$ cat src/rtl/can_error_state_tracker_assert.svh
// assertion macros for the can error state tracker
`ifndef CAN_ERROR_STATE_TRACKER_ASSERT_SVH
`define CAN_ERROR_STATE_TRACKER_ASSERT_SVH

// same-cycle implication, sampled on clk, off during reset
`define CEST_ASSERT_NOW(label, ante, cons, msg) \
  label: assert property (@(posedge clk) disable iff (!rst_n) (ante) |-> (cons)) \
    else $error(msg);

// next-cycle implication, sampled on clk, off during reset
`define CEST_ASSERT_NEXT(label, ante, cons, msg) \
  label: assert property (@(posedge clk) disable iff (!rst_n) (ante) |=> (cons)) \
    else $error(msg);

`endif

$ cat src/rtl/can_est_pkg.sv
// shared types and constants of the can error state tracker
`timescale 1ns / 1ps
`default_nettype none

package can_est_pkg;

  localparam int MAX_DATA_BYTES = 8;

  // request kinds
  localparam logic [1:0] REQ_STATUS  = 2'd0;
  localparam logic [1:0] REQ_FRAME   = 2'd1;
  localparam logic [1:0] REQ_RESTART = 2'd2;

  // error states
  localparam logic [1:0] ST_ACTIVE  = 2'd0;
  localparam logic [1:0] ST_WARNING = 2'd1;
  localparam logic [1:0] ST_PASSIVE = 2'd2;
  localparam logic [1:0] ST_BUSOFF  = 2'd3;

  // interrupt flag bits
  localparam int IF_TX_DONE = 0;
  localparam int IF_ERROR   = 2;

  // error flag bits
  localparam int EF_RX_OVF     = 0;
  localparam int EF_BUSOFF     = 1;
  localparam int EF_TX_PASSIVE = 2;
  localparam int EF_RX_PASSIVE = 3;
  localparam int EF_TX_WARN    = 4;
  localparam int EF_RX_WARN    = 5;
  localparam int EF_TX_OVF     = 7;

  // error frame class bits
  localparam logic [8:0] CLS_CTRL    = 9'h004;
  localparam logic [8:0] CLS_BUSOFF  = 9'h040;
  localparam logic [8:0] CLS_RESTART = 9'h100;

  // controller detail bits
  localparam logic [7:0] DET_RX_OVF     = 8'h01;
  localparam logic [7:0] DET_TX_OVF     = 8'h02;
  localparam logic [7:0] DET_RX_WARN    = 8'h04;
  localparam logic [7:0] DET_TX_WARN    = 8'h08;
  localparam logic [7:0] DET_RX_PASSIVE = 8'h10;
  localparam logic [7:0] DET_TX_PASSIVE = 8'h20;

  localparam logic [3:0] DLC_MAX = 4'(MAX_DATA_BYTES);

  // decoded item handed from the front to the back
  typedef struct packed {
    logic [1:0] req;
    logic [1:0] level;
    logic [8:0] cls;
    logic [7:0] det;
    logic       rx_ovf;
    logic       tx_ovf;
    logic       tx_done;
    logic [3:0] len1;     // clamped length plus one
  } cmd_t;

  // one result item
  typedef struct packed {
    logic        kind;
    logic [8:0]  cls;
    logic [7:0]  det;
    logic [1:0]  bus_state;
    logic        halted;
    logic        released;
    logic        dropped;
    logic [31:0] warn_cnt;
    logic [31:0] pass_cnt;
    logic [31:0] busoff_cnt;
    logic        last;
  } res_t;

endpackage

`default_nettype wire

$ cat src/rtl/can_error_state_tracker.sv
// Tracks a CAN controller's error state from status, frame-sent and restart
// items and reports error frames and a status result for each item. Every
// item yields one to three result items, error frames first and the status
// result last (tlast). The back end drives one result per cycle into the
// output register while the output is not stalled by out_tready: a frame-sent
// item yields one result, a status item with both overflows three, a restart
// two. A two-entry command queue lets new items be taken while results still
// wait at the output. Configuration is always ready.
`timescale 1ns / 1ps
`default_nettype none

module can_error_state_tracker
  import can_est_pkg::*;
(
  input  wire logic         clk,
  input  wire logic         rst_n,
  input  wire logic         cfg_valid,
  output      logic         cfg_ready,
  input  wire logic         cfg_data,    // auto_restart_enabled
  input  wire logic         in_tvalid,
  output      logic         in_tready,
  input  wire logic [1:0]   in_tuser,    // req_type
  input  wire logic [15:0]  in_tdata,    // int_flags, error_flags, data_length, pad
  output      logic         out_tvalid,
  input  wire logic         out_tready,
  output      logic         out_tuser,   // item_kind
  // err_class, err_detail, bus_state, bus_off_entered, tx_released, tx_dropped,
  // warning_count, passive_count, busoff_count, pad
  output      logic [119:0] out_tdata,
  output      logic         out_tlast
);

`include "can_error_state_tracker_assert.svh"

  logic auto_restart_r;
  logic auto_restart_nxt;
  logic q_full;
  logic q_push;
  cmd_t q_cmd;
  logic q_pop;
  logic q_not_empty;
  cmd_t q_head;
  res_t res;

  assign cfg_ready        = 1'b1;
  assign auto_restart_nxt = (cfg_valid && cfg_ready) ? cfg_data : auto_restart_r;

  always_ff @(posedge clk) begin
    if (!rst_n) begin
      auto_restart_r <= 1'b0;
    end else begin
      auto_restart_r <= auto_restart_nxt;
    end
  end

  can_est_front u_front (
    .clk       (clk),
    .rst_n     (rst_n),
    .in_tvalid (in_tvalid),
    .in_tready (in_tready),
    .in_tuser  (in_tuser),
    .in_tdata  (in_tdata),
    .q_full    (q_full),
    .q_push    (q_push),
    .q_cmd     (q_cmd)
  );

  can_est_fifo u_fifo (
    .clk       (clk),
    .rst_n     (rst_n),
    .push      (q_push),
    .push_cmd  (q_cmd),
    .full      (q_full),
    .pop       (q_pop),
    .not_empty (q_not_empty),
    .head      (q_head)
  );

  can_est_back u_back (
    .clk          (clk),
    .rst_n        (rst_n),
    .auto_restart (auto_restart_r),
    .cmd_valid    (q_not_empty),
    .cmd          (q_head),
    .cmd_pop      (q_pop),
    .res_valid    (out_tvalid),
    .res_ready    (out_tready),
    .res          (res)
  );

  assign out_tuser = res.kind;
  assign out_tlast = res.last;
  assign out_tdata = {2'b00, res.busoff_cnt, res.pass_cnt, res.warn_cnt, res.dropped,
                      res.released, res.halted, res.bus_state, res.det, res.cls};

  // error frames are never last, the status result always is
  `CEST_ASSERT_NOW(a_last_is_status, out_tvalid, out_tuser != out_tlast,
                   "result kind and tlast disagree")
  // a bus-off halt leaves the state in bus-off and releases no frame
  `CEST_ASSERT_NOW(a_halt_state, out_tvalid && !out_tuser && out_tdata[19],
                   out_tdata[18:17] == ST_BUSOFF && !out_tdata[20],
                   "bus-off halt with wrong state or release")
  // the command queue is only popped when it holds an item
  `CEST_ASSERT_NOW(a_pop_nonempty, q_pop, q_not_empty, "pop from empty command queue")
  // a pop always puts a result in the output register
  `CEST_ASSERT_NEXT(a_pop_result, q_pop, out_tvalid, "popped item left no result")

endmodule

`default_nettype wire

$ cat src/rtl/can_est_front.sv
// input side: accepts items and decodes the flags into a command
`timescale 1ns / 1ps
`default_nettype none

module can_est_front
  import can_est_pkg::*;
(
  input  wire logic        clk,
  input  wire logic        rst_n,
  input  wire logic        in_tvalid,
  output      logic        in_tready,
  input  wire logic [1:0]  in_tuser,   // req_type
  input  wire logic [15:0] in_tdata,   // int_flags, error_flags, data_length, pad
  input  wire logic        q_full,
  output      logic        q_push,
  output      cmd_t        q_cmd
);

  logic [2:0] int_flags;
  logic [7:0] err_flags;
  logic [3:0] dlc;
  logic       seen_r;
  logic       seen_nxt;

  assign int_flags = in_tdata[2:0];
  assign err_flags = in_tdata[10:3];
  assign dlc       = in_tdata[14:11];

  assign in_tready = !q_full && seen_r;
  assign q_push    = in_tvalid && in_tready;

  // hold off the first accept until reset has been seen released
  assign seen_nxt = 1'b1;

  always_ff @(posedge clk) begin
    if (!rst_n) begin
      seen_r <= 1'b0;
    end else begin
      seen_r <= seen_nxt;
    end
  end

  always_comb begin
    q_cmd         = '0;
    q_cmd.req     = in_tuser;
    q_cmd.rx_ovf  = int_flags[IF_ERROR] && err_flags[EF_RX_OVF];
    q_cmd.tx_ovf  = int_flags[IF_ERROR] && err_flags[EF_TX_OVF];
    q_cmd.tx_done = int_flags[IF_TX_DONE];
    q_cmd.len1    = (dlc > DLC_MAX) ? DLC_MAX + 4'd1 : dlc + 4'd1;
    // highest-priority error flag picks the level
    if (err_flags[EF_BUSOFF]) begin
      q_cmd.level = ST_BUSOFF;
      q_cmd.cls   = CLS_BUSOFF;
    end else if (err_flags[EF_TX_PASSIVE]) begin
      q_cmd.level = ST_PASSIVE;
      q_cmd.cls   = CLS_CTRL;
      q_cmd.det   = DET_TX_PASSIVE;
    end else if (err_flags[EF_RX_PASSIVE]) begin
      q_cmd.level = ST_PASSIVE;
      q_cmd.cls   = CLS_CTRL;
      q_cmd.det   = DET_RX_PASSIVE;
    end else if (err_flags[EF_TX_WARN]) begin
      q_cmd.level = ST_WARNING;
      q_cmd.cls   = CLS_CTRL;
      q_cmd.det   = DET_TX_WARN;
    end else if (err_flags[EF_RX_WARN]) begin
      q_cmd.level = ST_WARNING;
      q_cmd.cls   = CLS_CTRL;
      q_cmd.det   = DET_RX_WARN;
    end else begin
      q_cmd.level = ST_ACTIVE;
    end
  end

endmodule

`default_nettype wire

$ cat src/rtl/can_est_fifo.sv
// two-entry command queue between front and back
`timescale 1ns / 1ps
`default_nettype none

module can_est_fifo
  import can_est_pkg::*;
(
  input  wire logic clk,
  input  wire logic rst_n,
  input  wire logic push,
  input  wire cmd_t push_cmd,
  output      logic full,
  input  wire logic pop,
  output      logic not_empty,
  output      cmd_t head
);

  cmd_t       mem_r [2];
  logic       wr_ptr_r;
  logic       wr_ptr_nxt;
  logic       rd_ptr_r;
  logic       rd_ptr_nxt;
  logic [1:0] count_r;
  logic [1:0] count_nxt;

  assign full      = (count_r == 2'd2);
  assign not_empty = (count_r != 2'd0);
  assign head      = mem_r[rd_ptr_r];

  always_comb begin
    wr_ptr_nxt = wr_ptr_r ^ push;
    rd_ptr_nxt = rd_ptr_r ^ pop;
    count_nxt  = count_r + {1'b0, push} - {1'b0, pop};
  end

  always_ff @(posedge clk) begin
    if (!rst_n) begin
      wr_ptr_r <= 1'b0;
      rd_ptr_r <= 1'b0;
      count_r  <= 2'd0;
    end else begin
      wr_ptr_r <= wr_ptr_nxt;
      rd_ptr_r <= rd_ptr_nxt;
      count_r  <= count_nxt;
    end
  end

  always_ff @(posedge clk) begin
    if (push) begin
      mem_r[wr_ptr_r] <= push_cmd;
    end
  end

endmodule

`default_nettype wire

$ cat src/rtl/can_est_back.sv
// back end: error state, counters and result sequencing
`timescale 1ns / 1ps
`default_nettype none

module can_est_back
  import can_est_pkg::*;
(
  input  wire logic clk,
  input  wire logic rst_n,
  input  wire logic auto_restart,
  input  wire logic cmd_valid,
  input  wire cmd_t cmd,
  output      logic cmd_pop,
  output      logic res_valid,
  input  wire logic res_ready,
  output      res_t res
);

  // architectural state
  logic [1:0]  state_r,    state_nxt;
  logic [3:0]  pend_r,     pend_nxt;
  logic [31:0] warn_r,     warn_nxt;
  logic [31:0] pass_r,     pass_nxt;
  logic [31:0] busoff_r,   busoff_nxt;
  logic [31:0] txpkt_r,    txpkt_nxt;
  logic [31:0] txbyte_r,   txbyte_nxt;
  logic [31:0] rxovf_r,    rxovf_nxt;
  logic [31:0] txovf_r,    txovf_nxt;
  logic [31:0] txerr_r,    txerr_nxt;

  // results still owed for the item in flight
  logic        st_pend_r,  st_pend_nxt;
  logic        fr_pend_r,  fr_pend_nxt;
  logic [8:0]  fr_cls_r,   fr_cls_nxt;
  logic [7:0]  fr_det_r,   fr_det_nxt;
  logic        halt_r,     halt_nxt;
  logic        rel_r,      rel_nxt;
  logic        drop_r,     drop_nxt;

  // output register
  logic        out_vld_r,  out_vld_nxt;
  res_t        out_r,      out_nxt;

  logic        ld;
  logic        halted;
  logic        released;
  logic        dropped;
  logic [1:0]  nfr;
  logic [8:0]  fa_cls;
  logic [7:0]  fa_det;
  logic [8:0]  fb_cls;
  logic [7:0]  fb_det;
  logic [8:0]  ovf_cls;
  logic [7:0]  rx_det;
  logic [7:0]  tx_det;
  res_t        status_res;

  assign ld        = !out_vld_r || res_ready;
  assign cmd_pop   = ld && !st_pend_r && cmd_valid;
  assign res_valid = out_vld_r;
  assign res       = out_r;

  // item execution: all state moves on the pop cycle
  always_comb begin
    state_nxt  = state_r;
    pend_nxt   = pend_r;
    warn_nxt   = warn_r;
    pass_nxt   = pass_r;
    busoff_nxt = busoff_r;
    txpkt_nxt  = txpkt_r;
    txbyte_nxt = txbyte_r;
    rxovf_nxt  = rxovf_r;
    txovf_nxt  = txovf_r;
    txerr_nxt  = txerr_r;
    halted     = 1'b0;
    released   = 1'b0;
    dropped    = 1'b0;
    nfr        = 2'd0;
    fa_cls     = '0;
    fa_det     = '0;
    fb_cls     = '0;
    fb_det     = '0;
    ovf_cls    = cmd.cls | CLS_CTRL;
    rx_det     = cmd.det | DET_RX_OVF;
    tx_det     = (cmd.rx_ovf ? rx_det : cmd.det) | DET_TX_OVF;
    if (cmd_pop) begin
      case (cmd.req)
        REQ_STATUS: begin
          if (state_r == ST_ACTIVE && cmd.level != ST_ACTIVE) begin
            warn_nxt = warn_r + 32'd1;
          end
          if (state_r <= ST_WARNING && cmd.level >= ST_PASSIVE) begin
            pass_nxt = pass_r + 32'd1;
          end
          state_nxt = cmd.level;
          // overflow frames carry the bits of the ones before them
          if (cmd.rx_ovf) begin
            rxovf_nxt = rxovf_r + 32'd1;
            fa_cls    = ovf_cls;
            fa_det    = rx_det;
            nfr       = 2'd1;
          end
          if (cmd.tx_ovf) begin
            txovf_nxt = txovf_r + 32'd1;
            txerr_nxt = txerr_r + 32'd1;
            if (cmd.rx_ovf) begin
              fb_cls = ovf_cls;
              fb_det = tx_det;
              nfr    = 2'd2;
            end else begin
              fa_cls = ovf_cls;
              fa_det = tx_det;
              nfr    = 2'd1;
            end
          end
          if (cmd.level == ST_BUSOFF && !auto_restart) begin
            busoff_nxt = busoff_r + 32'd1;
            halted     = 1'b1;
          end else if (cmd.tx_done) begin
            txpkt_nxt = txpkt_r + 32'd1;
            if (pend_r != 4'd0) begin
              txbyte_nxt = txbyte_r + {28'd0, pend_r - 4'd1};
              pend_nxt   = 4'd0;
            end
            released = 1'b1;
          end
        end
        REQ_FRAME: begin
          if (state_r == ST_BUSOFF) begin
            txerr_nxt = txerr_r + 32'd1;
            pend_nxt  = 4'd0;
            dropped   = 1'b1;
          end else begin
            pend_nxt = cmd.len1;
          end
        end
        REQ_RESTART: begin
          if (pend_r != 4'd0) begin
            txerr_nxt = txerr_r + 32'd1;
            dropped   = 1'b1;
          end
          pend_nxt  = 4'd0;
          state_nxt = ST_ACTIVE;
          released  = 1'b1;
          fa_cls    = CLS_RESTART;
          nfr       = 2'd1;
        end
        default: begin
        end
      endcase
    end
  end

  // result sequencing into the output register
  always_comb begin
    st_pend_nxt = st_pend_r;
    fr_pend_nxt = fr_pend_r;
    fr_cls_nxt  = fr_cls_r;
    fr_det_nxt  = fr_det_r;
    halt_nxt    = halt_r;
    rel_nxt     = rel_r;
    drop_nxt    = drop_r;
    out_vld_nxt = out_vld_r;
    out_nxt     = out_r;

    status_res            = '0;
    status_res.bus_state  = state_nxt;
    status_res.warn_cnt   = warn_nxt;
    status_res.pass_cnt   = pass_nxt;
    status_res.busoff_cnt = busoff_nxt;
    status_res.last       = 1'b1;

    if (ld) begin
      out_nxt = '0;
      if (st_pend_r) begin
        out_vld_nxt = 1'b1;
        if (fr_pend_r) begin
          out_nxt.kind = 1'b1;
          out_nxt.cls  = fr_cls_r;
          out_nxt.det  = fr_det_r;
          fr_pend_nxt  = 1'b0;
        end else begin
          out_nxt          = status_res;
          out_nxt.halted   = halt_r;
          out_nxt.released = rel_r;
          out_nxt.dropped  = drop_r;
          st_pend_nxt      = 1'b0;
        end
      end else if (cmd_pop) begin
        out_vld_nxt = 1'b1;
        if (nfr == 2'd0) begin
          out_nxt          = status_res;
          out_nxt.halted   = halted;
          out_nxt.released = released;
          out_nxt.dropped  = dropped;
        end else begin
          out_nxt.kind = 1'b1;
          out_nxt.cls  = fa_cls;
          out_nxt.det  = fa_det;
          st_pend_nxt  = 1'b1;
          fr_pend_nxt  = (nfr == 2'd2);
          fr_cls_nxt   = fb_cls;
          fr_det_nxt   = fb_det;
          halt_nxt     = halted;
          rel_nxt      = released;
          drop_nxt     = dropped;
        end
      end else begin
        out_vld_nxt = 1'b0;
      end
    end
  end

  always_ff @(posedge clk) begin
    if (!rst_n) begin
      state_r   <= ST_ACTIVE;
      pend_r    <= 4'd0;
      warn_r    <= 32'd0;
      pass_r    <= 32'd0;
      busoff_r  <= 32'd0;
      txpkt_r   <= 32'd0;
      txbyte_r  <= 32'd0;
      rxovf_r   <= 32'd0;
      txovf_r   <= 32'd0;
      txerr_r   <= 32'd0;
      st_pend_r <= 1'b0;
      fr_pend_r <= 1'b0;
      out_vld_r <= 1'b0;
    end else begin
      state_r   <= state_nxt;
      pend_r    <= pend_nxt;
      warn_r    <= warn_nxt;
      pass_r    <= pass_nxt;
      busoff_r  <= busoff_nxt;
      txpkt_r   <= txpkt_nxt;
      txbyte_r  <= txbyte_nxt;
      rxovf_r   <= rxovf_nxt;
      txovf_r   <= txovf_nxt;
      txerr_r   <= txerr_nxt;
      st_pend_r <= st_pend_nxt;
      fr_pend_r <= fr_pend_nxt;
      out_vld_r <= out_vld_nxt;
    end
  end

  always_ff @(posedge clk) begin
    fr_cls_r <= fr_cls_nxt;
    fr_det_r <= fr_det_nxt;
    halt_r   <= halt_nxt;
    rel_r    <= rel_nxt;
    drop_r   <= drop_nxt;
    out_r    <= out_nxt;
  end

endmodule

`default_nettype wire
$ cat config.mk
export PLATFORM = sky130hd
export DESIGN_NAME = can_error_state_tracker
export DESIGN_NICKNAME = d
export VERILOG_FILES = /design/src/rtl/can_est_pkg.sv /design/src/rtl/can_error_state_tracker.sv /design/src/rtl/can_est_front.sv /design/src/rtl/can_est_fifo.sv /design/src/rtl/can_est_back.sv
export VERILOG_INCLUDE_DIRS = /design/src /design/src/rtl
export SDC_FILE = /design/constraint.sdc
export NUM_CORES = 1
export LEC_CHECK = 0
export ABC_AREA = 0
export BUFFER_PORTS_ARGS = -buffer_cell sky130_fd_sc_hd__buf_2
export CORE_ASPECT_RATIO = 0.6
export CORE_MARGIN = 2
export CORE_UTILIZATION = 53
export CTS_CLUSTER_DIAMETER = 150
export DETAILED_ROUTE_END_ITERATION = 8
export GPL_ROUTABILITY_DRIVEN = 0
export PLACE_DENSITY = 0.77
export REMOVE_ABC_BUFFERS = 1
export SLEW_MARGIN = 25
export SYNTH_ARGS = -nofsm -noshare
export SYNTH_HDL_FRONTEND = slang
export SYNTH_SLANG_ARGS = --single-unit
$ cat constraint.sdc
create_clock -name clk -period 3.6 [get_ports clk]
set_clock_uncertainty 0.05 [all_clocks]
set_input_delay 0.36 -clock clk [delete_from_list [all_inputs] [get_ports clk]]
set_output_delay 0.36 -clock clk [all_outputs]
set_load 0.02 [all_outputs]
Word level (Yosys, flattened, before mapping)

Memories as Yosys holds them, arrays and structs flattened. A register that Yosys moved wholly into a read port is not among the register bits.
Index checks and enable logic that the tools add are counted.

Register bits: 251
Latch bits: 0
Bits in writable memories: 56
Bits in read-only memories: 0
Input bits: 24
Output and inout port bits: 125
Memories: 1

Memories:

| name         | depth | bits a word | rd ports | clocked after memory_dff | write ports | RTL line           | RTL |
|---|---|---|---|---|---|---|---|
| u_fifo.mem_r | 2     | 28          | 1        | 1                        | 1           | can_est_fifo.sv:18 | `cmd_t mem_r [2];` |

Add/sub/neg operators: 6
Multipliers: 0
Divide/modulo/power cells: 0
Order comparisons: 3
Equality and inequality tests: 10
Shifts and indexed selects: 0
Muxes and demuxes: 66
Bitwise gates (word level): 4
Reductions and logical operators: 27

Operators by type and width:

| cell                                           | count |
|---|---|
| 2-to-1 mux 32 bit                              | 9 |
| 2-to-1 mux 120 bit                             | 2 |
| 2-to-1 mux 102 bit                             | 2 |
| adder 32 x 1 -> 32 bit (second input constant) | 3 |
| 2-to-1 mux 18 bit                              | 3 |
| 2-to-1 mux 8 bit                               | 5 |
| 2-to-1 mux 19 bit                              | 2 |
| 2-to-1 mux 9 bit                               | 3 |
| 2-to-1 mux 1 bit                               | 22 |
| 2-to-1 mux 11 bit                              | 2 |
| 2-to-1 mux 4 bit                               | 5 |
| case mux 9 bit (2 select lines)                | 1 |
| case mux 4 bit (3 select lines)                | 1 |
| equality test 2 bit (second input constant)    | 5 |
| 2-to-1 mux 2 bit                               | 5 |
| logical AND 1 bit                              | 9 |
| case mux 2 bit (2 select lines)                | 2 |
| logical NOT 2 bit                              | 3 |
| AND reduction 3 bit                            | 2 |
| nonzero test 2 bit                             | 3 |
| AND reduction 5 bit                            | 1 |
| adder 4 x 1 -> 4 bit (second input constant)   | 1 |
| > comparator 4 bit (second input constant)     | 1 |
| logical NOT 1 bit                              | 4 |
| other kinds (15)                               | 20 |

Depth between registers and ports, before layout

Gate-level depths: netlist of the first run.

Depth in word-level cells: 9
Mapped depth: 12
Gate-level depth less buffers: 9

Hierarchy

From an unflattened synthesis of the first run, not the netlist that was laid out.

Cell total of the unflattened synthesis: 1085
Area, all modules: 13108.8 um^2

By module, submodules not included:

| module                  | times used | cells an instance | area an instance (um^2) |
|---|---|---|---|
| can_est_back            | 1          | 926               | 10363.7 |
| can_est_fifo            | 1          | 108               | 2359.8 |
| can_est_front           | 1          | 43                | 319.1 |
| can_error_state_tracker | 1          | 8                 | 66.3 |

Worst setup path after synthesis of the first run

No wires, ideal clock.

Kind: register to register
Start: register u_back.out_vld_r (netlist: u_back.res_valid)
End: register u_back.out_r, in the netlist u_back.res[48] (data pin)
Arrival time: 3.393 ns
Required time: 3.406 ns
Path slack: 0.013 ns
Cell stages (with the launch flop): 8
Period minus slack after synthesis: 3.587 ns
Cells stage by stage: dfxtp_1 > nor2b_1 > inv_2 > nand3_2 > or4_4 > buf_6 > or4_1 > o21ai_1

Cells in the longest elaborated chain, start to end: 9
Elaborated cells between the ends (all ways): 11
Those cells by class: mux (6); reduce/logical (5)

Ends and longest elaborated chain:

| what                               | RTL line            | RTL |
|---|---|---|
| start: declaration                 | can_est_back.sv:41  | `logic out_vld_r, out_vld_nxt;` |
| start signal: assignment           | can_est_back.sv:242 | `out_vld_r <= out_vld_nxt;` |
| logical NOT 1 bit (*)              | can_est_back.sv:58  | `assign ld = !out_vld_r \|\| res_ready;` |
| logical OR 1 bit (*)               | can_est_back.sv:58  |  |
| logical AND 1 bit (*) (2 in a row) | can_est_back.sv:59  | `assign cmd_pop = ld && !st_pend_r && cmd_valid;` |
| 2-to-1 mux 2 bit                   | can_est_back.sv:86  | `if (cmd_pop) begin` |
| logical NOT 2 bit                  | can_est_back.sv:191 | `if (nfr == 2'd0) begin` |
| 2-to-1 mux 102 bit                 | can_est_back.sv:191 |  |
| 2-to-1 mux 120 bit                 | can_est_back.sv:189 | `end else if (cmd_pop) begin` |
| 2-to-1 mux 120 bit (*)             | can_est_back.sv:175 | `if (st_pend_r) begin` |
| end signal: assignment             | can_est_back.sv:252 | `out_r <= out_nxt;` |
| end: declaration                   | can_est_back.sv:42  | `res_t out_r, out_nxt;` |

Every way passes the cells marked *; elsewhere a longest branch is shown, timed or not.
A chain may end at the register's enable or synchronous reset.

==> results of run 1 <==
==> cells in the mapped netlist (all sizes together), types with 28 or more instances <==
cell    count  area share (%)
inv        38             1.2
nand3      45             1.9
nand4      38             2.1
edfxtp    154              38
nor2b      47             2.4
nor3       35             2.0
nand2     110             3.4
clkbuf     32            0.99
nand2b     33             1.7
nor2       81             2.5
a21oi      42             1.7
o21ai      28             1.2
dfxtp     112              18
mux2i      55             4.5
==> sequential cells by signal, summed over array words and instances, names as in the netlist, 2 cells and up, named ones only <==
signal           cells
u_back.busoff_r     32
u_back.fr_cls_r      2
u_back.fr_det_r      5
u_back.pass_r       32
u_back.pend_r        4
u_back.res         112
u_back.state_r       2
u_back.warn_r       32
u_fifo.count_r       2
u_fifo.mem_r        32
==> routing by layer <==
layer	global-route usage, %	part of all wire, %	wire, µm	vias to the layer above
li1	-	-	-	4282
met1	33.0	49	12800	4182
met2	32.6	43	11300	278
met3	4.50	6.8	1790	31
met4	4.57	1.5	391	0
met5	0	0	0	-
==> power by group through the flow <==
stage | Combinational [mW] | Sequential [mW] | Clock (mW)
4_1_cts | 1.63 | 3.70 | 2.85
5_1_grt | 1.77 | 3.72 | 2.99
6_report | 1.63 | 3.69 | 2.80
3_3_place_gp | 1.60 | 3.76 | 0
3_5_place_dp | 1.63 | 3.76 | 0
2_1_floorplan | 0.679 | 4.07 | 0
==> cells by family after synthesis <==
logic type | Yosys count | synth area share (%)
compound gates | 134 | 6.94
xor+xnor | 43 | 3.10
fa+ha+maj | 17 | 1.75
buf+inv | 97 | 3.62
flops | 266 | 56.6
mux | 60 | 5.00
other cells | 2 | 0.0619
simple gates | 498 | 22.9
==> layout by cell type, fill, tap and decap left out, types with 33 or more instances in the layout <==
cell and instances:
inv_1 37, a21oi_1 42, edfxtp_1 154, buf_2 134, mux2i_1 55, nor2_1 81
dfxtp_1 112, nand4_1 36, nand3_1 44, nand2_1 110, nor2b_1 47, nand2b_1 33
==> worst register-to-register path: stages, from the launching register on <==
cell and delay [ns]:
dfxtp_1 0.42, mux2i_1 0.46, ha_1 0.26, o21a_1 0.15
and3_1 0.16, buf_4 0.29, nand4_1 0.47, nor3_1 0.53
mux2i_1 0.14
==> cell type report <==
| type | instances | area (µm²) |
|---|---|---|
| repair buffers | 155 | 840 |
| clock inverters | 13 | 146 |
| multi-input cells | 763 | 4860 |
| fillers | 1782 | 8250 |
| inverters | 38 | 145 |
| well taps | 308 | 385 |
| clock buffers | 35 | 738 |
| flip-flops and latches | 266 | 6870 |
==> through the flow <==
step,hold WS [ns],setup TNS (ns),cells,setup slack (ns)
detailed placement,0.393,0,1527,0.441
floorplan,0.338,-47.12,1067,-1.22
CTS,0.0132,0,1578,0.441
global route,0.0183,0,1578,0.161
global placement,0.387,0,1527,0.519
finish,0.0308,0,1578,0.405
==> path summary, 6_finish.rpt <==
check | from | endpoint | depth (start not counted)
worst min register to register | u_back.pend_r[1]$_SDFFE_PN0P_ | u_back.pend_r[1]$_SDFFE_PN0P_ | 1
worst min-delay path | in_tdata[4] | u_fifo.mem_r[0][21]$_DFFE_PP_ | 1
worst max-delay path | flip-flop | u_back.res[22]$_DFFE_PN_ | 8
worst max register to register | flip-flop | u_back.res[22]$_DFFE_PN_ | 8
==> timing repair <==
action	4_1_cts	5_1_grt
endpoints found under the hold margin	6	0
buffers inserted	0	0
hold buffers	3	0
==> run metrics, run 1 <==
post-placement cell area=13100 µm²; synth unique cells=between 50 and 60; clk root buf=clkbuf_16; CTS sink cnt=between 200 and 300; CP endpoint kind=flip-flop; DIE WIDTH=199 µm; crit path kind=flip-flop to flip-flop; DRT antenna net count=0; Final Instance Area=14000 µm²; Slew headroom=between 40% and 50%; sequential power share=around 46%; NumNets Final=1291; Cells after Synth=roughly 1100; initial antenna violation count=0; wire per inst=16.6 µm; Ant. Diodes=0; gr usage total=21.9%; Mean Syn Cell Area=10.9 µm²; Synth Flop Type=edfxtp_1; warnings from Yosys=0; Max VDD drop=between 400 and 500 µV; latest clock arrival within the worst-skew pair=about 0.53 ns; core area=22200 µm²; RSZ-0062 raised after global routing=false; power consumption=between 8 and 9 mW; CTS buffer count=26; CP max stage delay=0.53 ns; CTS Buffer Depth=3; min-delay worst type=input port to flip-flop; clock power share=around a third; Initial DRC Count=around 700; transition time of the tightest slew-check pin=0.853 ns; crit-path most repeated cell=mux2i_1; fin crit period=approximately 3.2 ns; vias in the first global route=roughly 8000; Hold Fails Final Rpt=0; first-pass GRT wire length=around 42 mm; Top Ports=around 150; FF+latch count, synth=roughly 270; Max FO, Critical Path=26; cell family with most CP delay=simple AND/OR/NAND/NOR gates; Max Cap Violations=0; residual DRC count=0; share of cells above drive strength 1=17.7%; Buffers on Ports=134; Async SR Flop Fraction=0%; CP required=approximately 3.8 ns; drt first pass iters=5; Final setup viols=0; Die H=roughly 120 µm; Logic pwr share=20.0%; worst-path cell chain=mux2i_1 > ha_1 > o21a_1 > and3_1 > buf_4 > nand4_1 > nor3_1 > mux2i_1; Max Clock Freq=between 300 and 400 MHz; largest net degree at the start of global routing=80; H-tree lvl count=1; Worst Path Buf+Inv=1; CTS resizes=0; initial core utilization=54.6%; r2r setup slk=just over 0.4 ns; Slowest-stage cell, CP=nor3_1; P&R area growth vs syn=15.3%; mapped cell area=around 12000 µm²; sw frac=30.1%; Via density=5.56; register area share after synthesis=between 50% and 60%; Leakage=~5.4 nW; total gr overflow=0; via count=between 8000 and 9000; critical path arrival=~3.4 ns; Post-synth EDFFs=between 150 and 200; final wirelength=~26 mm; clock-pin slew on the worst setup and hold paths=0.06 ns; hpwl dp=17.9 mm; PD cells=581 nW/µm²; Slew Viols, Final=0; critical path launch point type=flip-flop; cell row count=42; P_int=roughly 5.7 mW; CTS tree=done; Final Util=a little over three fifths; Tcrit/Tclk final=between 80% and 90%; Psw=between 2 and 2.5 mW; Die ar.=24200 µm²; outcome=finished, final reports clean
Note: power is estimated with default switching activity, not from simulation.
==> run 2: changes to the inputs <==
Settings changed: CORE_ASPECT_RATIO 0.6 to unset.
==> run metrics, run 2 (same netlist as run 1, synthesis figures left out) <==
outcome=finished, final reports clean; Initial DRC Count=448 (-36%); Ant. Diodes=0 (unchanged); Leakage=5.45 nW (+0.65%); CTS resizes=0 (unchanged); fin crit period=3.22 ns (+0.0277 ns); P&R area growth vs syn=15.6%; largest net degree at the start of global routing=72 (-10%); min-delay worst type=input port to flip-flop; clk root buf=clkbuf_16; CP endpoint kind=flip-flop; Via density=5.57 (+0.23%); Tcrit/Tclk final=89.5% (+0.77 points); CP required=3.83 ns (about the same); gr usage total=20.5% (-1.4 points); share of cells above drive strength 1=18.1% (+0.40 points); hpwl dp=17.1 mm (-4.8%); DIE WIDTH=155 µm (-22%); core area=22600 µm² (+1.5%); CTS sink cnt=266 (unchanged); power consumption=8.18 mW (+0.72%); most frequent cells in the layout=154 x edfxtp_1, 134 x buf_2, 112 x dfxtp_1, 110 x nand2_1, 81 x nor2_1; Slew Viols, Final=0 (unchanged); Die H=155 µm (+28%); Top Ports=149 (unchanged); Max Clock Freq=310 MHz (-0.86%); cell row count=55 (+31%); Max Cap Violations=0 (unchanged); wire per inst=16.2 µm (-2.8%); CTS buffer count=28 (+7.7%); DRT antenna net count=0 (unchanged); total gr overflow=0 (unchanged); crit path kind=flip-flop to flip-flop; Min Hold Slack=0.0225 ns (-0.00837 ns); critical path arrival=3.45 ns (+0.04 ns); transition time of the tightest slew-check pin=0.948 ns (+0.0948 ns); clock-pin slew on the worst setup and hold paths=0.06 ns (about the same); Final setup viols=0 (unchanged); Hold Fails Final Rpt=0 (unchanged); Max FO, Critical Path=18 (-31%); CTS Buffer Depth=3 (unchanged); Final Instance Area=14000 µm² (+0.29%); vias in the first global route=8251 (+2.7%); PD cells=583 nW/µm² (+0.43%); max FFs per register=112 (unchanged); commonest non-fill, non-tap cell in the layout=edfxtp_1; crit-path most repeated cell=mux2i_1; CP max stage delay=0.61 ns (+0.08 ns); CTS tree=done; worst-path cell chain=mux2i_1 > ha_1 > o21a_1 > and3_1 > buf_4 > nand4_1 > nor3_1 > mux2i_1; RSZ-0062 raised after global routing=false; Final Util=62.1% (-0.78 points); initial core utilization=53.7% (-0.83 points); via count=8693 (-0.91%); Max VDD drop=370 µV (-12%); residual DRC count=0 (unchanged); Slowest-stage cell, CP=dfxtp_1; NumNets Final=1294 (+0.23%); initial antenna violation count=0 (unchanged); Buffers on Ports=134 (unchanged); Slew headroom=36.8% (-6.3 points); first-pass GRT wire length=40.1 mm (-3.8%); final wirelength=25.3 mm (-3.9%); drt first pass iters=4 (-1); critical path launch point type=flip-flop; post-placement cell area=13100 µm² (about the same); H-tree lvl count=1 (unchanged); Die ar.=24100 µm² (-0.17%); latest clock arrival within the worst-skew pair=0.54 ns (about the same)
run 2: what timing repair did:
item / in CTS / in global routing
hold endpoints to repair: 6 / 0
hold buffers: 3 / 0
setup buffers: 0 / 0
run 2: metrics by stage:
step                std cells  worst slack [ns]  TNS (ns)
floorplan                1067             -1.22    -47.12
global placement         1505             0.465         0
detailed placement       1505             0.421         0
CTS                      1560             0.397         0
global route             1560             0.149         0
finish                   1560             0.378         0
run 2: worst max-delay path, delay by kind of cell, from the launching register on:
| family | cells | cell delay (ns) |
|---|---|---|
| flops | 1 | 0.61 |
| fa+ha+maj | 1 | 0.24 |
| simple gates | 3 | 1.17 |
| mux | 2 | 0.46 |
| buf+inv | 1 | 0.26 |
| compound gates | 1 | 0.17 |
run 2: cell type report:
cell class,instances,area (µm²)
Tap cell,285,357
Timing Repair Buffer,156,868
Multi-Input combinational cell,763,4860
Inverter,38,145
Fill cell,1844,8550
Clock buffer,31,743
Clock inverter,21,181
Sequential cell,266,6870
run 2: final timing paths:
path	start	to	slack (ns)	cells past startpoint
worst max-delay path	flip-flop	u_back.res[22]$_DFFE_PN_	0.38	8
worst min-delay path	in_tdata[4]	u_fifo.mem_r[1][21]$_DFFE_PP_	0.02	1
worst max register to register	flip-flop	u_back.res[22]$_DFFE_PN_	0.38	8
worst min register to register	u_back.pend_r[1]$_SDFFE_PN0P_	u_back.pend_r[1]$_SDFFE_PN0P_	0.41	1
run 2: power breakdown:
group / leakage [nW] / switching [mW] / internal (mW)
Clock: 0.459 / 1.17 / 1.70
Combinational: 2.38 / 1.15 / 0.475
Sequential: 2.61 / 0.119 / 3.57
run 2: layer usage:
metal / routed length (µm) / global-route usage, % / part of all wire [%] / vias up
li1: - / - / - / 4287
met1: 11300 / 26.7 / 45 / 4132
met2: 12100 / 35.2 / 48 / 222
met3: 1220 / 2.65 / 4.8 / 52
met4: 703 / 7.38 / 2.8 / 0
met5: 0 / 0 / 0 / -
